<file path="config.mk">
export PLATFORM = sky130hd
export DESIGN_NAME = rect_table_hit_tester
export DESIGN_NICKNAME = d
export VERILOG_FILES = /design/src/hw/rtl/rth_pkg.sv /design/src/hw/rtl/rth_ctrl.sv /design/src/hw/rtl/rth_datapath.sv /design/src/hw/rtl/rect_table_hit_tester.sv
export SDC_FILE = /design/constraint.sdc
export NUM_CORES = 2
export LEC_CHECK = 0
export BUFFER_PORTS_ARGS = -buffer_cell sky130_fd_sc_hd__buf_2
export CAP_MARGIN = 20
export CORE_ASPECT_RATIO = 1.1
export CORE_UTILIZATION = 40
export CTS_BUF_LIST = sky130_fd_sc_hd__clkbuf_16
export DETAILED_ROUTE_END_ITERATION = 7
export PLACE_DENSITY = 0.63
export REMOVE_ABC_BUFFERS = 1
export SETUP_SLACK_MARGIN = 0.4
export SLEW_MARGIN = 30
export SYNTH_ARGS = -nofsm -noshare
export SYNTH_HDL_FRONTEND = slang
export SYNTH_MEMORY_MAX_BITS = 65536
export SYNTH_SLANG_ARGS = --single-unit
</file>
<file path="constraint.sdc">
create_clock -name clk_i -period 18.3 [get_ports clk_i]
set_clock_uncertainty 0.05 [all_clocks]
set_input_delay 0.915 -clock clk_i [delete_from_list [all_inputs] [get_ports clk_i]]
set_output_delay 0.915 -clock clk_i [all_outputs]
set_load 0.05 [all_outputs]
</file>
<file path="src/hw/rtl/rth_pkg.sv">
// Shared types, codes and constants for the rectangle hit-test table.
`default_nettype none

package rth_pkg;

  // Fixed field widths of the item and result formats.
  localparam int unsigned ACTION_W = 3;
  localparam int unsigned SIZE_W   = 15;
  localparam int unsigned STATUS_W = 2;

  // Default table depth and coordinate width.
  localparam int unsigned MAX_RECTS_DEF  = 64;
  localparam int unsigned COORD_BITS_DEF = 16;

  // Action codes carried by an input item.
  typedef enum logic [ACTION_W-1:0] {
    ACT_INSERT = 3'd0,
    ACT_REMOVE = 3'd1,
    ACT_FIND   = 3'd2,
    ACT_POINT  = 3'd3,
    ACT_BOX    = 3'd4
  } action_e;

  // Result status codes.
  typedef enum logic [STATUS_W-1:0] {
    ST_OK       = 2'd0,
    ST_FULL     = 2'd1,
    ST_BAD_SLOT = 2'd2
  } status_e;

  // Commands from the controller to the datapath.
  typedef struct packed {
    logic capture;    // latch the input item
    logic res_clr;    // clear the result fields
    logic idx_zero;   // start the table index at the first entry
    logic idx_slot1;  // start the table index one past the removed slot
    logic rd_en;      // read the entry at the index and advance it
    logic scan;       // compare read entries against the item
    logic shift;      // write read entries back one place lower
    logic wr_insert;  // append the item's rectangle at the tail
    logic set_full;   // report a full table
    logic set_bad;    // report a slot that is not held
    logic cnt_dec;    // one entry fewer
    logic out_load;   // move the result into the output register
  } rth_cmd_t;

  // Status from the datapath to the controller.
  typedef struct packed {
    action_e action;     // action of the latched item
    logic    table_full; // every slot is held
    logic    slot_bad;   // removal slot lies at or beyond the count
    logic    more;       // index still points at a held entry
    logic    rd_pend;    // a read result is on its way
    logic    hit_now;    // the entry read last matches the item
    logic    out_free;   // the output register can take a result
  } rth_stat_t;

endpackage

`default_nettype wire

</file>
<file path="src/hw/rtl/rth_ctrl.sv">
// Controller state machine that sequences insert, remove, find and queries.
`default_nettype none

module rth_ctrl (
  input  wire              clk_i,
  input  wire              rst_ni,
  input  wire              s_axis_tvalid_i,
  output logic             s_axis_tready_o,
  input  rth_pkg::rth_stat_t stat_i,
  output rth_pkg::rth_cmd_t  cmd_o
);
  import rth_pkg::*;

  localparam logic [2:0] S_IDLE   = 3'd0;
  localparam logic [2:0] S_DECODE = 3'd1;
  localparam logic [2:0] S_SCAN   = 3'd2;
  localparam logic [2:0] S_SHIFT  = 3'd3;
  localparam logic [2:0] S_RESULT = 3'd4;

  logic [2:0] state_q, state_d;

  // State register.
  always_ff @(posedge clk_i or negedge rst_ni) begin
    if (!rst_ni) begin
      state_q <= S_IDLE;
    end else begin
      state_q <= state_d;
    end
  end

  assign s_axis_tready_o = (state_q == S_IDLE);

  // Next state and commands.
  always_comb begin
    cmd_o   = '0;
    state_d = state_q;
    unique case (state_q)
      S_IDLE: begin
        if (s_axis_tvalid_i) begin
          cmd_o.capture = 1'b1;
          state_d       = S_DECODE;
        end
      end
      S_DECODE: begin
        cmd_o.res_clr = 1'b1;
        unique case (stat_i.action) inside
          ACT_INSERT: begin
            if (stat_i.table_full) begin
              cmd_o.set_full = 1'b1;
            end else begin
              cmd_o.wr_insert = 1'b1;
            end
            state_d = S_RESULT;
          end
          ACT_REMOVE: begin
            if (stat_i.slot_bad) begin
              cmd_o.set_bad = 1'b1;
              state_d       = S_RESULT;
            end else begin
              cmd_o.idx_slot1 = 1'b1;
              state_d         = S_SHIFT;
            end
          end
          ACT_FIND, ACT_POINT, ACT_BOX: begin
            cmd_o.idx_zero = 1'b1;
            state_d        = S_SCAN;
          end
          default: begin
            state_d = S_RESULT;
          end
        endcase
      end
      S_SCAN: begin
        cmd_o.scan  = 1'b1;
        cmd_o.rd_en = stat_i.more;
        if (stat_i.hit_now || (!stat_i.more && !stat_i.rd_pend)) begin
          state_d = S_RESULT;
        end
      end
      S_SHIFT: begin
        cmd_o.shift = 1'b1;
        cmd_o.rd_en = stat_i.more;
        if (!stat_i.more && !stat_i.rd_pend) begin
          cmd_o.cnt_dec = 1'b1;
          state_d       = S_RESULT;
        end
      end
      S_RESULT: begin
        if (stat_i.out_free) begin
          cmd_o.out_load = 1'b1;
          state_d        = S_IDLE;
        end
      end
      default: begin
        state_d = S_IDLE;
      end
    endcase
  end

  // A result only moves out when the output register has room.
  a_load_free: assert property (@(posedge clk_i) disable iff (!rst_ni)
    cmd_o.out_load |-> stat_i.out_free)
    else $error("result loaded into a full output register");

  // A new item is taken only after the previous result left for the output.
  a_accept_after_load: assert property (@(posedge clk_i) disable iff (!rst_ni)
    (cmd_o.capture) |-> ($past(state_q) == S_RESULT || $past(state_q) == S_IDLE))
    else $error("item accepted while a previous item was in progress");

endmodule

`default_nettype wire

</file>
<file path="src/hw/rtl/rth_datapath.sv">
// Datapath: rectangle memory, item registers, compare logic and output register.
`default_nettype none

module rth_datapath #(
  parameter int unsigned MAX_RECTS  = rth_pkg::MAX_RECTS_DEF,
  parameter int unsigned COORD_BITS = rth_pkg::COORD_BITS_DEF,
  parameter int unsigned IN_W       = 72,
  parameter int unsigned OUT_W      = 16
) (
  input  wire                rst_ni,
  input  wire                clk_i,
  input  wire  [IN_W-1:0]    s_axis_tdata_i,
  output logic               m_axis_tvalid_o,
  input  wire                m_axis_tready_i,
  output logic [OUT_W-1:0]   m_axis_tdata_o,
  input  rth_pkg::rth_cmd_t  cmd_i,
  output rth_pkg::rth_stat_t stat_o
);
  import rth_pkg::*;

  localparam int unsigned CW       = COORD_BITS;
  localparam int unsigned SLOT_W   = $clog2(MAX_RECTS);
  localparam int unsigned COUNT_W  = $clog2(MAX_RECTS + 1);
  localparam int unsigned EW       = (CW > SIZE_W) ? CW + 1 : SIZE_W + 2;
  localparam int unsigned ENT_W    = 2 * CW + 2 * EW;
  localparam int unsigned OUT_BITS = 1 + SLOT_W + COUNT_W + STATUS_W;
  // Item field offsets in tdata.
  localparam int unsigned OFF_X    = ACTION_W;
  localparam int unsigned OFF_Y    = OFF_X + CW;
  localparam int unsigned OFF_W    = OFF_Y + CW;
  localparam int unsigned OFF_H    = OFF_W + SIZE_W;
  localparam int unsigned OFF_SLOT = OFF_H + SIZE_W;
  // Entry field offsets in a memory word.
  localparam int unsigned E_BOT    = CW;
  localparam int unsigned E_RIGHT  = 2 * CW;
  localparam int unsigned E_TOP    = 2 * CW + EW;

  // Latched item.
  action_e              act_q;
  logic signed [CW-1:0] x_q, y_q;
  logic signed [EW-1:0] xw_q, yh_q;
  logic [SLOT_W-1:0]    slot_q;

  // Table state and scan control.
  logic [ENT_W-1:0]     mem [MAX_RECTS];
  logic [ENT_W-1:0]     rdata_q;
  logic                 rd_valid_q;
  logic [SLOT_W-1:0]    rd_tag_q;
  logic [COUNT_W-1:0]   count_q;
  logic [COUNT_W-1:0]   idx_q;

  // Result and output registers.
  logic                 hit_q;
  logic [SLOT_W-1:0]    res_slot_q;
  status_e              status_q;
  logic                 out_valid_q;
  logic [OUT_W-1:0]     out_data_q;

  logic signed [CW-1:0] in_x, in_y;
  logic [SIZE_W-1:0]    in_w, in_h;

  assign in_x = s_axis_tdata_i[OFF_X +: CW];
  assign in_y = s_axis_tdata_i[OFF_Y +: CW];
  assign in_w = s_axis_tdata_i[OFF_W +: SIZE_W];
  assign in_h = s_axis_tdata_i[OFF_H +: SIZE_W];

  // Item capture; the box's far edges are formed here once.
  always_ff @(posedge clk_i) begin
    if (cmd_i.capture) begin
      act_q  <= action_e'(s_axis_tdata_i[ACTION_W-1:0]);
      x_q    <= in_x;
      y_q    <= in_y;
      xw_q   <= EW'(in_x) + $signed({{(EW - SIZE_W){1'b0}}, in_w});
      yh_q   <= EW'(in_y) - $signed({{(EW - SIZE_W){1'b0}}, in_h});
      slot_q <= s_axis_tdata_i[OFF_SLOT +: SLOT_W];
    end
  end

  // Memory write: append on insert, or move an entry down one place on remove.
  logic               mem_we;
  logic [SLOT_W-1:0]  mem_waddr;
  logic [ENT_W-1:0]   mem_wdata;

  assign mem_we    = cmd_i.wr_insert | (cmd_i.shift & rd_valid_q);
  assign mem_waddr = cmd_i.wr_insert ? count_q[SLOT_W-1:0] : (rd_tag_q - SLOT_W'(1));
  assign mem_wdata = cmd_i.wr_insert ? {yh_q, xw_q, y_q, x_q} : rdata_q;

  always_ff @(posedge clk_i) begin
    if (mem_we) begin
      mem[mem_waddr] <= mem_wdata;
    end
    if (cmd_i.rd_en) begin
      rdata_q <= mem[idx_q[SLOT_W-1:0]];
    end
  end

  // Read tag follows the registered read data.
  always_ff @(posedge clk_i) begin
    if (cmd_i.rd_en) begin
      rd_tag_q <= idx_q[SLOT_W-1:0];
    end
  end

  // Index, count and read-pending flag.
  always_ff @(posedge clk_i or negedge rst_ni) begin
    if (!rst_ni) begin
      idx_q      <= '0;
      count_q    <= '0;
      rd_valid_q <= 1'b0;
    end else begin
      rd_valid_q <= cmd_i.rd_en;
      if (cmd_i.idx_zero) begin
        idx_q <= '0;
      end else if (cmd_i.idx_slot1) begin
        idx_q <= COUNT_W'(slot_q) + COUNT_W'(1);
      end else if (cmd_i.rd_en) begin
        idx_q <= idx_q + COUNT_W'(1);
      end
      if (cmd_i.wr_insert) begin
        count_q <= count_q + COUNT_W'(1);
      end else if (cmd_i.cnt_dec) begin
        count_q <= count_q - COUNT_W'(1);
      end
    end
  end

  // Compare the entry just read against the latched item.
  logic signed [CW-1:0] e_left, e_bot;
  logic signed [EW-1:0] e_right, e_top, le, be, xe, ye;
  logic                 m;

  assign e_left  = rdata_q[0 +: CW];
  assign e_bot   = rdata_q[E_BOT +: CW];
  assign e_right = rdata_q[E_RIGHT +: EW];
  assign e_top   = rdata_q[E_TOP +: EW];
  assign le      = EW'(e_left);
  assign be      = EW'(e_bot);
  assign xe      = EW'(x_q);
  assign ye      = EW'(y_q);

  always_comb begin
    case (act_q)
      ACT_FIND:  m = (e_left == x_q) && (e_bot == y_q);
      ACT_POINT: m = (xe >= le) && (xe <= e_right) && (ye >= e_top) && (ye <= be);
      ACT_BOX:   m = (le <= xw_q) && (e_right >= xe) && (ye > e_top) && (yh_q < be);
      default:   m = 1'b0;
    endcase
  end

  logic hit_now;
  assign hit_now = cmd_i.scan & rd_valid_q & m;

  // Result fields.
  always_ff @(posedge clk_i or negedge rst_ni) begin
    if (!rst_ni) begin
      hit_q      <= 1'b0;
      res_slot_q <= '0;
      status_q   <= ST_OK;
    end else begin
      if (cmd_i.res_clr) begin
        hit_q      <= 1'b0;
        res_slot_q <= '0;
        status_q   <= ST_OK;
      end
      if (cmd_i.wr_insert) begin
        res_slot_q <= count_q[SLOT_W-1:0];
      end
      if (cmd_i.set_full) begin
        status_q <= ST_FULL;
      end
      if (cmd_i.set_bad) begin
        status_q <= ST_BAD_SLOT;
      end
      if (hit_now && !hit_q) begin
        hit_q      <= 1'b1;
        res_slot_q <= rd_tag_q;
      end
    end
  end

  // Output register: holds a finished result until it is taken.
  always_ff @(posedge clk_i or negedge rst_ni) begin
    if (!rst_ni) begin
      out_valid_q <= 1'b0;
    end else if (cmd_i.out_load) begin
      out_valid_q <= 1'b1;
    end else if (m_axis_tready_i) begin
      out_valid_q <= 1'b0;
    end
  end

  always_ff @(posedge clk_i) begin
    if (cmd_i.out_load) begin
      out_data_q <= OUT_W'({status_q, count_q, res_slot_q, hit_q});
    end
  end

  assign m_axis_tvalid_o = out_valid_q;
  assign m_axis_tdata_o  = out_data_q;

  // Status to the controller.
  assign stat_o.action     = act_q;
  assign stat_o.table_full = (count_q == COUNT_W'(MAX_RECTS));
  assign stat_o.slot_bad   = (COUNT_W'(slot_q) >= count_q);
  assign stat_o.more       = (idx_q < count_q);
  assign stat_o.rd_pend    = rd_valid_q;
  assign stat_o.hit_now    = hit_now;
  assign stat_o.out_free   = !out_valid_q || m_axis_tready_i;

  // The count never passes the table depth.
  a_count_max: assert property (@(posedge clk_i) disable iff (!rst_ni)
    count_q <= COUNT_W'(MAX_RECTS))
    else $error("entry count beyond table depth");

  // An append only happens into a free slot.
  a_insert_room: assert property (@(posedge clk_i) disable iff (!rst_ni)
    cmd_i.wr_insert |-> (count_q < COUNT_W'(MAX_RECTS)))
    else $error("append into a full table");

  // A moved entry comes from a held slot above the removed one.
  a_shift_range: assert property (@(posedge clk_i) disable iff (!rst_ni)
    (cmd_i.shift && rd_valid_q) |-> (rd_tag_q != '0 && COUNT_W'(rd_tag_q) < count_q))
    else $error("shift write outside the held entries");

  // The output register is only refilled after its result is taken.
  a_out_hold: assert property (@(posedge clk_i) disable iff (!rst_ni)
    (out_valid_q && !m_axis_tready_i) |=> out_valid_q)
    else $error("unread result dropped from output register");

  // The OUT_BITS packing must fit the output port.
  a_out_fit: assert property (@(posedge clk_i) disable iff (!rst_ni)
    cmd_i.out_load |-> (OUT_W >= OUT_BITS))
    else $error("result does not fit the output data bus");

endmodule

`default_nettype wire

</file>
<file path="src/hw/rtl/rect_table_hit_tester.sv">
// Top level of the rectangle hit-test table: stream ports, controller and datapath.
// Insert, failed remove and unknown actions go from decode straight to the result state;
// a remove moves the n = count - 1 - s entries above slot s down one place each.
// Find and queries scan from slot 0 and stop at the first match, or read all held entries
// when none matches. Throughput: one item at a time, accepted in the cycle after the previous
// result is loaded; the table scan sets the item time. Reset empties the table.
`default_nettype none

module rect_table_hit_tester #(
  parameter int unsigned MAX_RECTS  = rth_pkg::MAX_RECTS_DEF,
  parameter int unsigned COORD_BITS = rth_pkg::COORD_BITS_DEF,
  localparam int unsigned IN_BITS  = rth_pkg::ACTION_W + 2 * COORD_BITS
                                     + 2 * rth_pkg::SIZE_W + $clog2(MAX_RECTS),
  localparam int unsigned IN_W     = ((IN_BITS + 7) / 8) * 8,
  localparam int unsigned OUT_BITS = 1 + $clog2(MAX_RECTS) + $clog2(MAX_RECTS + 1)
                                     + rth_pkg::STATUS_W,
  localparam int unsigned OUT_W    = ((OUT_BITS + 7) / 8) * 8
) (
  input  wire              clk_i,
  input  wire              rst_ni,
  input  wire              s_axis_tvalid_i,
  output logic             s_axis_tready_o,
  // action, pos_x, pos_y, size_w, size_h, slot_in (lowest bits first), zero padded
  input  wire  [IN_W-1:0]  s_axis_tdata_i,
  output logic             m_axis_tvalid_o,
  input  wire              m_axis_tready_i,
  // hit, hit_slot, entry_count, status (lowest bits first), zero padded
  output logic [OUT_W-1:0] m_axis_tdata_o
);
  import rth_pkg::*;

  rth_cmd_t  cmd;
  rth_stat_t stat;

  // Sequencer.
  rth_ctrl u_ctrl (
    .clk_i           (clk_i),
    .rst_ni          (rst_ni),
    .s_axis_tvalid_i (s_axis_tvalid_i),
    .s_axis_tready_o (s_axis_tready_o),
    .stat_i          (stat),
    .cmd_o           (cmd)
  );

  // Table storage and compare logic.
  rth_datapath #(
    .MAX_RECTS  (MAX_RECTS),
    .COORD_BITS (COORD_BITS),
    .IN_W       (IN_W),
    .OUT_W      (OUT_W)
  ) u_datapath (
    .rst_ni          (rst_ni),
    .clk_i           (clk_i),
    .s_axis_tdata_i  (s_axis_tdata_i),
    .m_axis_tvalid_o (m_axis_tvalid_o),
    .m_axis_tready_i (m_axis_tready_i),
    .m_axis_tdata_o  (m_axis_tdata_o),
    .cmd_i           (cmd),
    .stat_o          (stat)
  );

endmodule

`default_nettype wire
</file>
==> impl_summary.md <==
Logic synthesis
The number of different library cells in the post-synthesis netlist is 64. The portion of the post-synthesis area used by sequential elements is 77.3%. The number of enable flip-flop cells after synthesis is 4387.

The Yosys step of the flow raised 0 warnings. The flop and latch count out of synthesis is 4415. Among all flip-flop cells after synthesis, the most frequent one is edfxtp_1.

The synthesized area per cell is 24.1 µm². After technology mapping, the gate count stands at 7115. For this run, asynchronously set or reset flops after synthesis account for 0.634%. Summing every instance area after synthesis gives 171000 µm².

Drt
In the routed layout, each cell is associated on average with a via count of 5.95. The residual DRC count is 0. The number of optimization iterations in the first detailed-route pass is 5. For this block, the initial DRC count from the detailed router was 11538.

The post-detailed-route wirelength per cell is 33.9 µm. The count of nets left with antenna violations once routing finished came out at 0. The routed design has 462000 µm of wire.

The total via count after detailed routing is 81145.

Critical path
The top fanout value on the critical path is 66. Across all register-to-register paths, the minimum setup slack is 11.93 ns. In this run the critical register-to-register path is captured at u_datapath.mem[31][42]. STA classifies the critical path startpoint as a flop. The count of cells along the worst register-to-register path is 11.

The critical path endpoint category is a flop. The required time of the critical path is 18.83 ns. The end point of the critical path is u_datapath.mem[31][42]. The startpoint of the most critical setup path is u_ctrl.state_q[2]. The startpoint identified for the worst register-to-register timing path is u_ctrl.state_q[2].

For the worst setup path, the data arrival time is 6.89 ns. The setup path with the least slack is of type flop to flop.

Final layout
The final core utilization is 46.0%. Summing all flip-flop and latch instances after layout gives 132000 µm². The synthesis-to-layout area growth is 14.2%. After routing the design area is 196000 µm².

Leaving out fill and tap cells, the most frequent cell in the layout is edfxtp_1. The library cells used most frequently in the layout, excluding fill and tap cells, are edfxtp_1 (4387), mux4_2 (1386), clkbuf_16 (423), inv_1 (216), buf_4 (212). The combined area of the multi-input logic cells is 38300 µm². Of the cells placed in the final design, the portion with a size suffix greater than 1 is 31.6%. The final net count is 7825. The filler cells instantiated in the layout total 34412.

Floorplanning
The area of the die is 431000 µm². In this run the standard cell core region covers 426000 µm². The number of primary I/O pins is 94.

The starting density of the core is 40.3%. The initialized floorplan defines 251 standard-cell rows. Measured along the x axis, the die boundary spans 626 µm. The y dimension of the die is 688 µm.

Status
The flow ran to the end, and the final reports show no timing, DRC or antenna violations.

Clock network
Clock-pin slew was measured on the worst setup and hold paths at 0.06 ns. The clock root buffer is clkbuf_16. TritonCTS built the clock tree. The post-cts repair resize count is 0. Counting along the longest clock path gives a buffer depth of 4.

The clock net in this run drives a total of 4415 sinks. The clock reaches the later pin of the worst-skew pair after 1.03 ns. The maximum level of the CTS H-tree is 5.

Counting the buffers created by CTS gives 416.

STA
The share of the clock period used by the worst path after layout is 34.8%. The worst path in the final design needs a cycle of 6.37 ns, including I/O delays and setup. The number of hold violations in the final report is 0. The setup violation total in the final timing report is 0. The total count of max-transition violations in the final report was 0. The worst relative slew slack is 29.3%. At the pin with the least slew margin, the transition time is 1.06 ns. Timing would allow up to 157 MHz. Setup repair after global routing left no endpoint under its margin.

Worst hold path
The startpoint identified for the worst hold timing path is s_axis_tdata_i[19]. The path type of the worst min-delay path is input pin to flop.

Place
Input and output buffers added on the ports amount to 92. At the end of routability-driven placement, the weighted congestion stood at 0.878. Detailed placement finished with a half-perimeter wire length of 248000 µm.

The instance area after placement is 182000 µm².

GRT
The number of antenna violations at the first check in global routing is 22. The wire length of the first global-routing pass is 640000 µm. Entering global routing, the biggest net connects 139 pins. For this run the aggregate overflow at the end of global routing stands at 0.

For this run, the total global-route usage over all layers was measured as 21.2%. The number of global-route vias before repair came to 81682.

Pwr
The design draws 27.8 mW. The leakage power of the design is 60.3 nW. The power per unit of standard cell area is 142 nW/µm². The worst-case IR drop observed on VDD is 0.0893 mV.

Flow run
The count of maximum capacitance violations is 0.
[power by group]
group / switching, mW / leakage, nW / internal [mW] / total, mW
Combinational: 3.66 / 13.6 / 3.10 / 6.76
Sequential: 0.224 / 39.8 / 12.2 / 12.5
Clock: 3.78 / 6.89 / 4.79 / 8.57
[layer usage]
layer  part of all wire [%]  vias to the layer above  global-route usage (%)
met1                     38                    44358                    28.9
met5                  0.031                        -                       0
met3                    9.4                      784                    3.94
li1                       -                    31637                       -
met2                     49                     4342                    34.8
met4                    3.3                       24                    6.61
[cell type report]
class / count / area share, %
clock buffers: 423 / 5.41
clock inverters: 341 / 1.46
flip-flops and latches: 4415 / 67.7
repair buffers: 393 / 1.97
inverters: 134 / 0.261
multi-input cells: 2233 / 19.6
diodes: 4 / 0.00512
well taps: 5692 / 3.64
[how the worst min path moves through the flow]
| stage | endpoint | slack (ns) | cells after the start |
|---|---|---|---|
| after floorplan | u_datapath.m_axis_tdata_o[3] | 0.37 | 0 |
| after global placement | u_datapath.m_axis_tdata_o[5] | 0.38 | 0 |
| after detailed placement | u_datapath.m_axis_tdata_o[6] | 0.39 | 0 |
| after CTS | u_datapath.x_q[15] | 0.04 | 1 |
| after global routing | u_datapath.x_q[10] | 0.07 | 1 |
| final | u_datapath.y_q[0] | 0.12 | 1 |
[timing repair]
item / 4_1_cts / 5_1_grt
endpoints found under the setup margin: 0 / 0
buffers inserted: 0 / 0
hold endpoints to repair: 38 / 0
hold buffers: 11 / 0
[critical path, cell delays in order, from the launching register on]
cell,delay (ns)
dfrtp_1,0.47
nor2_1,0.21
nand2_1,0.31
or4_1,0.53
nand2b_4,0.26
inv_8,0.46
nand2_1,0.11
o21ai_0,0.22
nand2_1,0.66
nor2_4,0.94
buf_4,0.72
buf_4,0.85
[stage by stage]
step | std cells | setup WS [ns] | hold WS [ns] | TNS (ns)
3_5_place_dp | 12850 | 11.89 | 0.386 | 0
6_report | 13635 | 11.93 | 0.121 | 0
3_3_place_gp | 12806 | 11.90 | 0.384 | 0
4_1_cts | 13625 | 11.87 | 0.0383 | 0
5_1_grt | 13632 | 11.57 | 0.0748 | 0
2_1_floorplan | 6782 | -26.15 | 0.369 | -3646.43
[cells in the mapped netlist, drive strengths merged (3+ instances only)]
library cell  count  share of area, %
edfxtp         4387                77
mux4           1386                18
clkbuf          168              0.37
buf             165              0.45
ha              153               1.1
nand2           137              0.30
inv             134              0.29
nor2            113              0.25
o21ai            98              0.29
a21oi            61              0.18
dfrtp            28              0.41
xnor2            23              0.12
nand3            22             0.064
a21o             21             0.092
nand4            18             0.066
xor2             17             0.087
nand2b           14             0.051
nor3             14             0.041
a31oi            11             0.040
nor2b            11             0.040
a211oi           10             0.044
o21a             10             0.044
mux2              9             0.059
a2111oi           7             0.039
and3              7             0.026
mux2i             7             0.041
o211ai            7             0.034
o31ai             7             0.031
o2111ai           6             0.031
or3               6             0.022
and2              5             0.018
nand3b            5             0.022
nor4              5             0.022
o21bai            4             0.018
or2               4             0.015
a2111o            3             0.020
a311oi            3             0.015
fa                3             0.035
o32ai             3             0.015
[cell families (layout without fill, tap and decap cells)]
logic type | count (synthesis) | after routing | share of synthesized area (%)
DFF | 4415 | 4415 | 77.3
xor gates and xnor gates | 40 | 40 | 0.204
muxes | 1402 | 1402 | 18.3
adders and majority gates | 156 | 156 | 1.15
AOI/OAI and AO/OA | 268 | 268 | 0.972
and+or+nand+nor | 367 | 367 | 0.963
buffers and inverters | 467 | 1291 | 1.11
other | 0 | 4 | 0
[registers in the layout (all words and copies together) (netlist names), 7 cells and up]
signal,cells
u_datapath.idx_q,7
u_datapath.xw_q,17
u_datapath.count_q,7
u_datapath.m_axis_tdata_o,16
u_datapath.mem,4224
u_datapath.rdata_q,66
u_datapath.y_q,16
u_datapath.x_q,16
u_datapath.yh_q,17
Power figures use the tool's default switching activity.
